File: config.mk
export PLATFORM = sky130hd
export DESIGN_NAME = rmsp_sqrt
export DESIGN_NICKNAME = d
export VERILOG_FILES = /design/src/rtl/rmsp_pkg.sv /design/src/rtl/rmsp_sqrt.sv
export SDC_FILE = /design/constraint.sdc
export NUM_CORES = 2
export LEC_CHECK = 0
export BUFFER_PORTS_ARGS = -buffer_cell sky130_fd_sc_hd__clkbuf_2
export CORE_ASPECT_RATIO = 1.25
export CORE_MARGIN = 4
export CORE_UTILIZATION = 60
export CTS_CLUSTER_DIAMETER = 150
export CTS_CLUSTER_SIZE = 20
export DETAILED_ROUTE_END_ITERATION = 8
export PLACE_DENSITY = 0.82
export SKIP_LAST_GASP = 1
export SLEW_MARGIN = 20
export SYNTH_ARGS = -nofsm -noshare
export SYNTH_HDL_FRONTEND = slang
export SYNTH_SLANG_ARGS = --single-unit
File: constraint.sdc
create_clock -name clk_i -period 3.65 [get_ports clk_i]
set_input_delay 0.365 -clock clk_i [delete_from_list [all_inputs] [get_ports clk_i]]
set_output_delay 0.365 -clock clk_i [all_outputs]
set_load 0.005 [all_outputs]
File: src/rtl/rmsp_pkg.sv
package rmsp_pkg;

  localparam int DATA_W  = 32;
  localparam int DECAY_W = 16;
  localparam int RATE_W  = 24;
  localparam int NUM_W   = DATA_W + RATE_W;
  localparam int CFG_IDX_W = 2;
  localparam int CFG_DAT_W = 24;
  // Quotient bits kept by the divider; anything larger saturates the weight anyway.
  localparam int QUO_W   = DATA_W + 1;

  localparam logic [CFG_IDX_W-1:0] REG_DECAY = 2'd0;
  localparam logic [CFG_IDX_W-1:0] REG_RATE  = 2'd1;

  localparam logic [DECAY_W-1:0] DECAY_RST = 16'd64881;
  localparam logic [RATE_W-1:0]  RATE_RST  = 24'd1678;

  // Pipeline control shared by all stages of one shared stall domain.
  typedef struct packed {
    logic adv;
    logic vld;
  } rmsp_ctl_t;

endpackage

File: src/rtl/rmsp_sqrt.sv
module rmsp_sqrt #(
  parameter int XW = 56,
  parameter int RW = 28,
  parameter int SW = 8
) (
  input  logic                 clk_i,
  input  logic                 rst_ni,
  input  rmsp_pkg::rmsp_ctl_t  ctl_i,
  input  logic [XW-1:0]        x_i,
  input  logic [SW-1:0]        side_i,
  output logic                 vld_o,
  output logic [RW-1:0]        root_o,
  output logic [SW-1:0]        side_o
);
  import rmsp_pkg::*;

  logic [XW-1:0] rem_w  [RW+1];
  logic [RW-1:0] root_w [RW+1];
  logic [SW-1:0] side_w [RW+1];
  logic          vld_w  [RW+1];

  assign rem_w[0]  = x_i;
  assign root_w[0] = '0;
  assign side_w[0] = side_i;
  assign vld_w[0]  = ctl_i.vld;

  // One root bit per stage, most significant first.
  for (genvar k = 0; k < RW; k++) begin : g_stage
    localparam int B = RW - 1 - k;
    logic [XW:0]   trial;
    logic          take;
    logic [XW-1:0] rem_d, rem_q;
    logic [RW-1:0] root_d, root_q;
    logic [SW-1:0] side_q;
    logic          vld_q;

    assign trial  = ((XW+1)'(root_w[k]) << (B + 1)) + ((XW+1)'(1) << (2 * B));
    assign take   = {1'b0, rem_w[k]} >= trial;
    assign rem_d  = take ? rem_w[k] - trial[XW-1:0] : rem_w[k];
    assign root_d = take ? (root_w[k] | (RW'(1) << B)) : root_w[k];

    always_ff @(posedge clk_i or negedge rst_ni) begin
      if (!rst_ni) begin
        vld_q <= 1'b0;
      end else if (ctl_i.adv) begin
        vld_q <= vld_w[k];
      end
    end

    always_ff @(posedge clk_i) begin
      if (ctl_i.adv) begin
        rem_q  <= rem_d;
        root_q <= root_d;
        side_q <= side_w[k];
      end
    end

    assign rem_w[k+1]  = rem_q;
    assign root_w[k+1] = root_q;
    assign side_w[k+1] = side_q;
    assign vld_w[k+1]  = vld_q;
  end

  assign vld_o  = vld_w[RW];
  assign root_o = root_w[RW];
  assign side_o = side_w[RW];

endmodule

-- Word level (Yosys, flattened, before mapping)
Cells that the tools add are included.
- bits in registers: 2548
- bits in latches: 0
- memory bits (writable): 0
- ROM bits: 0
- input bits: 68
- output and inout bits: 37
- memories: 0
- $add $sub $neg: 54
- multipliers: 0
- div/mod/pow operators: 0
- order comparisons: 28
- eq/ne operators: 0
- shifts and indexed selects: 0
- mux-type cells: 28
- bitwise gates (word level): 0
- reduce and logical (&&, ||, !) cells: 0
- operator list (cell ; count):
    56-bit two-way mux ; 27
    55-bit by 53-bit adder with 56-bit output (second input constant) ; 1
    56-bit by 30-bit >= comparator with 1-bit output ; 1
    56-bit by 31-bit >= comparator with 1-bit output ; 1
    56-bit by 32-bit >= comparator with 1-bit output ; 1
    56-bit by 33-bit >= comparator with 1-bit output ; 1
    56-bit by 34-bit >= comparator with 1-bit output ; 1
    56-bit by 35-bit >= comparator with 1-bit output ; 1
    56-bit by 36-bit >= comparator with 1-bit output ; 1
    56-bit by 37-bit >= comparator with 1-bit output ; 1
    56-bit by 38-bit >= comparator with 1-bit output ; 1
    56-bit by 39-bit >= comparator with 1-bit output ; 1
    56-bit by 40-bit >= comparator with 1-bit output ; 1
    56-bit by 41-bit >= comparator with 1-bit output ; 1
    56-bit by 42-bit >= comparator with 1-bit output ; 1
    56-bit by 43-bit >= comparator with 1-bit output ; 1
    56-bit by 44-bit >= comparator with 1-bit output ; 1
    56-bit by 45-bit >= comparator with 1-bit output ; 1
    56-bit by 46-bit >= comparator with 1-bit output ; 1
    56-bit by 47-bit >= comparator with 1-bit output ; 1
    56-bit by 48-bit >= comparator with 1-bit output ; 1
    56-bit by 49-bit >= comparator with 1-bit output ; 1
    56-bit by 50-bit >= comparator with 1-bit output ; 1
    56-bit by 51-bit >= comparator with 1-bit output ; 1
    60 further kinds ; 60

-- Logic depth before layout (Yosys ltp)
- depth in word-level cells: 3
- gate-level depth with buffers: 14
- depth with buffers taken out: 12

-- Least setup slack after synthesis
OpenSTA, ideal clock, no wires.
- path kind: reg2reg
- start: register g_stage[24].rem_q[24]
- end: register g_stage[25].rem_q[37], data pin
- setup time: 258 ps
- arrival: 3049 ps
- required time: 3392 ps
- slack: 343 ps
- stages on the path, launching flop included: 13
- path buffers: 2
- cell sequence: edfxtp_1 -> ha_1 -> clkbuf_1 -> nand2_1 -> or4b_1 -> nor3_1 -> a41oi_1 -> nand4_1 -> o211ai_1 -> or3_1 -> buf_2 -> or3_1 -> xnor2_1
- word-level cells in the longest chain between the ends: 2
- RTL lines (element ; RTL line ; RTL):
    from (decl) ; rmsp_sqrt.sv:32 ; logic [XW-1:0] rem_d, rem_q;
    from (signal assigned) ; rmsp_sqrt.sv:52 ; rem_q <= rem_d;
    56-bit by 32-bit subtractor with 56-bit output or 56-bit by 32-bit >= comparator with 1-bit output (tied branches) ; rmsp_sqrt.sv:39, rmsp_sqrt.sv:38 ;
    56-bit two-way mux * ; rmsp_sqrt.sv:39 ; assign rem_d = take ? rem_w[k] - trial[XW-1:0] : rem_w[k];
    named net g_stage[25].rem_d[37] ; rmsp_sqrt.sv:32 ;
    to (signal assigned) ; rmsp_sqrt.sv:52 ;
    to (decl) ; rmsp_sqrt.sv:32 ;
The timed path passes the listed nets; every way through them passes the cells marked *.
A chain may end at the register's enable or synchronous reset.

-- Worst setup path after layout
- start: register g_stage[5].rem_q[44]
- end: register g_stage[6].rem_q[55], data pin
- word-level cells in the longest chain between the ends: 2
- RTL lines (element ; RTL line):
    from (decl) ; rmsp_sqrt.sv:32
    from (signal assigned) ; rmsp_sqrt.sv:52
    56-bit by 51-bit subtractor with 56-bit output or 56-bit by 51-bit >= comparator with 1-bit output (tied branches) ; rmsp_sqrt.sv:39, rmsp_sqrt.sv:38
    56-bit two-way mux * ; rmsp_sqrt.sv:39
    named net g_stage[6].rem_d[55] ; rmsp_sqrt.sv:32
    to (signal assigned) ; rmsp_sqrt.sv:52
    to (decl) ; rmsp_sqrt.sv:32
Marks and branches as above.

==> impl_metrics.env <==
export IMPL_setup_violations=0
export IMPL_ys_ff_latch=2170
export IMPL_skew_ns=0.0967
export IMPL_cts_path_max_buffers=3
export IMPL_gr_total_overflow=0
export IMPL_arrival_ns=4.18
export IMPL_stdcell_area_sq_um=110000
export IMPL_synth_flop_cell="edfxtp_1"
export IMPL_slew_headroom_pct=30.2
export IMPL_layout_nets=8555
export IMPL_die_area_sq_um=172000
export IMPL_place_area_sq_um=106000
export IMPL_ir_drop_mv=0.553
export IMPL_grt_pass1_wl_microns=342000
export IMPL_hpwl_microns=163000
export IMPL_layout_setup_ws_ns=0.0781
export IMPL_dieHeight_microns=463
export IMPL_routed_wl_microns=223000
export IMPL_drc=0
export IMPL_avgViaCountPerCell=6.04
export IMPL_final_common_cell="edfxtp_1"
export IMPL_r2r_setup_slack_ns=0.08
export IMPL_p_sw_mw=17.8
export IMPL_syn_to_final_growth_pct=10.7
export IMPL_cts_tree="done"
export IMPL_gp_congestion=0.988
export IMPL_drv_slew=0
export IMPL_htreeDepth=3
export IMPL_power_density_nw_per_um2=557
export IMPL_antenna_found_initial=9
export IMPL_async_reset_ff_share_pct=1.29
export IMPL_synth_distinct_cells=97
export IMPL_grt_max_degree=110
export IMPL_power_frac_comb_pct=23.6
export IMPL_worstPathMaxFanout=4
export IMPL_netlist_top_cell_by_area="edfxtp_1"
export IMPL_p_int_mw=43.4
export IMPL_power_frac_seq_pct=54.6
export IMPL_io_pins=105
export IMPL_track_usage_pct=25.5
export IMPL_rows=166
export IMPL_synth_area_leaders="edfxtp_1 (65%), ha_1 (5.4%), xor2_1 (3.0%), xnor2_1 (2.9%), a21oi_1 (2.5%)"
export IMPL_hold_viol_final=0
export IMPL_place_ws_ns=-0.234
export IMPL_hp_start="ctl_i[1]"
export IMPL_p_leak_nw=41.6
export IMPL_setup_worst_path_start="g_stage[5].rem_q[44]"
export IMPL_yosys_warnings=0
export IMPL_die_x_microns=372
export IMPL_clkSinkCount=2170
export IMPL_wire_per_inst_microns=21.7
export IMPL_ant_nets=0
export IMPL_critPathRequiredTime_ns=4.25
export IMPL_syn_nets=7997
export IMPL_max_cap_violations=0
export IMPL_endpoint_kind="flop"
export IMPL_whs_ns=0.0832
export IMPL_fin_crit_sh_pct=97.9
export IMPL_cts_buffers=118
export IMPL_tightest_slew_ns=1.04
export IMPL_min_path_type="in2reg"
export IMPL_synth_edf_count=2142
export IMPL_clock_latency_ns=0.84
export IMPL_cts_root_buffer_cell="clkbuf_16"
export IMPL_clk_pin_slew_ns=0.09
export IMPL_start_kind="flop"
export IMPL_netlist_area_leader_share_pct=64.7
export IMPL_avgSynthCellArea_sq_um=13.3
export IMPL_fmax_mhz=280
export IMPL_clkPwrFrac_pct=21.8
export IMPL_layout_common_cells="edfxtp_1 (2142), inv_1 (533), a21oi_1 (488)"
export IMPL_post_route_min_period_ns=3.57
export IMPL_via_count=62000
export IMPL_syn_area_sq_um=99500
export IMPL_switching_share_pct=29.1
export IMPL_grt_pass1_vias=64200
export IMPL_yosysSeqAreaShare_pct=65.4
export IMPL_rr_startpoint="g_stage[5].rem_q[44]"
export IMPL_drtIter0Drc=5052
export IMPL_first_pass_iters=6
export IMPL_postSynthCellCount=7497
export IMPL_start_util_pct=60.5
export IMPL_status="finished clean"
export IMPL_coreArea_sq_um=164000
export IMPL_critical_path_class="reg2reg"
export IMPL_drive_gt1_share_pct=11.0
export IMPL_portBuffers=104
-- power groups by stage --
stage          clock, mW  combinational (mW)  sequential, mW
3_5_place_dp           0                14.0            33.9
3_3_place_gp           0                13.7            33.8
5_1_grt             14.6                15.8            33.7
2_1_floorplan          0                9.38            33.1
6_report            13.4                14.4            33.5
4_1_cts             13.6                14.2            33.4
-- per-stage QoR --
step           power [mW]  cells  util, %  TNS, ns
6_report             61.3  10300     67.0        0
3_5_place_dp         48.0  10000     64.3    -1.50
3_3_place_gp         47.4  10000     64.3    -1.65
4_1_cts              61.2  10200     66.7  -0.0443
2_1_floorplan        42.5   7497        -        0
5_1_grt              64.2  10300     67.0   -0.105
-- sequential cells by signal (all words and copies together) (netlist names) --
name / cells
side_o: 8
g_stage.vld_q: 27
g_stage.side_q: 216
g_stage.rem_q: 1512
g_stage.root_q: 378
vld_o: 1
root_o: 28
-- cell families after synthesis --
| logic type | count (synthesis) | synth area share (%) |
|---|---|---|
| XOR/XNOR | 666 | 5.86 |
| AND/OR/NAND/NOR | 2068 | 10.9 |
| flip-flops | 2170 | 65.4 |
| AO/OA/AOI/OAI | 1368 | 8.57 |
| multiplexers | 108 | 1.24 |
| buffers and inverters | 685 | 2.68 |
| adder cells (fa/ha/maj) | 432 | 5.43 |
-- timing repair --
action / 4_1_cts / 5_1_grt
gates cloned: 0 / 1
hold buffers: 66 / 0
pin swaps: 0 / 14
endpoints found under the setup margin: 23 / 132
resized for setup: 15 / 71
endpoints found under the hold margin: 93 / 0
setup buffers: 0 / 6
-- Yosys cell counts (12+ instances only) --
library cell and count:
or4_1 43, nor3_1 199, xnor2_1 327, nand2b_1 70, nor2_1 454, nor4b_1 31, o21ai_0 301, a211o_1 15
a31oi_1 34, a21o_1 152, and3_1 37, and2_1 24, nand2_1 417, a211oi_1 26, or2_2 25, nand4_1 108
buf_2 19, o211ai_1 27, a2111oi_0 13, a21boi_0 17, ha_1 432, nand3b_1 16, o31ai_1 34, nor2b_1 66
inv_1 533, clkbuf_1 109, nor4_1 281, or3_1 83, edfxtp_1 2142, o31a_1 15, a21oi_1 492, nand3_1 122
o21a_1 79, mux2_2 91, and4_1 12, xor2_1 339, o21bai_1 38, nor3b_1 18, dfrtp_1 28
-- path summary, 6_finish.rpt --
check	cells after the start	endpoint
worst max-delay path	8	g_stage[6].rem_q[55]
worst min-delay path	1	g_stage[0].side_q[1]
worst max register to register	8	g_stage[6].rem_q[55]
worst min register to register	0	g_stage[18].side_q[4]
max in group asynchronous	2	g_stage[24].vld_q
min in group asynchronous	2	g_stage[25].vld_q
-- routing by layer --
layer | vias to the layer above | track usage [%] | part of all wire [%]
li1 | 29200 | - | -
met3 | 734 | 2.83 | 4.2
met2 | 2129 | 51.0 | 57
met5 | - | 0 | 0.014
met4 | 4 | 16.6 | 7.2
met1 | 30000 | 23.8 | 31
-- critical path, cell delays in order (launching register included) --
cell	delay, ns
edfxtp_1	0.43
ha_2	0.47
nor4b_1	0.37
nand4_1	0.26
o41ai_4	0.43
a2111oi_2	0.11
or4_1	0.64
nor4_2	0.28
xor2_1	0.35
-- final cells by class --
type	count	area [sq um]
diodes	14	35.0
multi-input cells	4642	32300
clock inverters	8	186
fillers	10900	54200
flip-flops and latches	2170	65000
clock buffers	128	2990
repair buffers	588	4840
inverters	535	2010
well taps	2184	2730
Note: power is estimated with default switching activity, not from simulation.
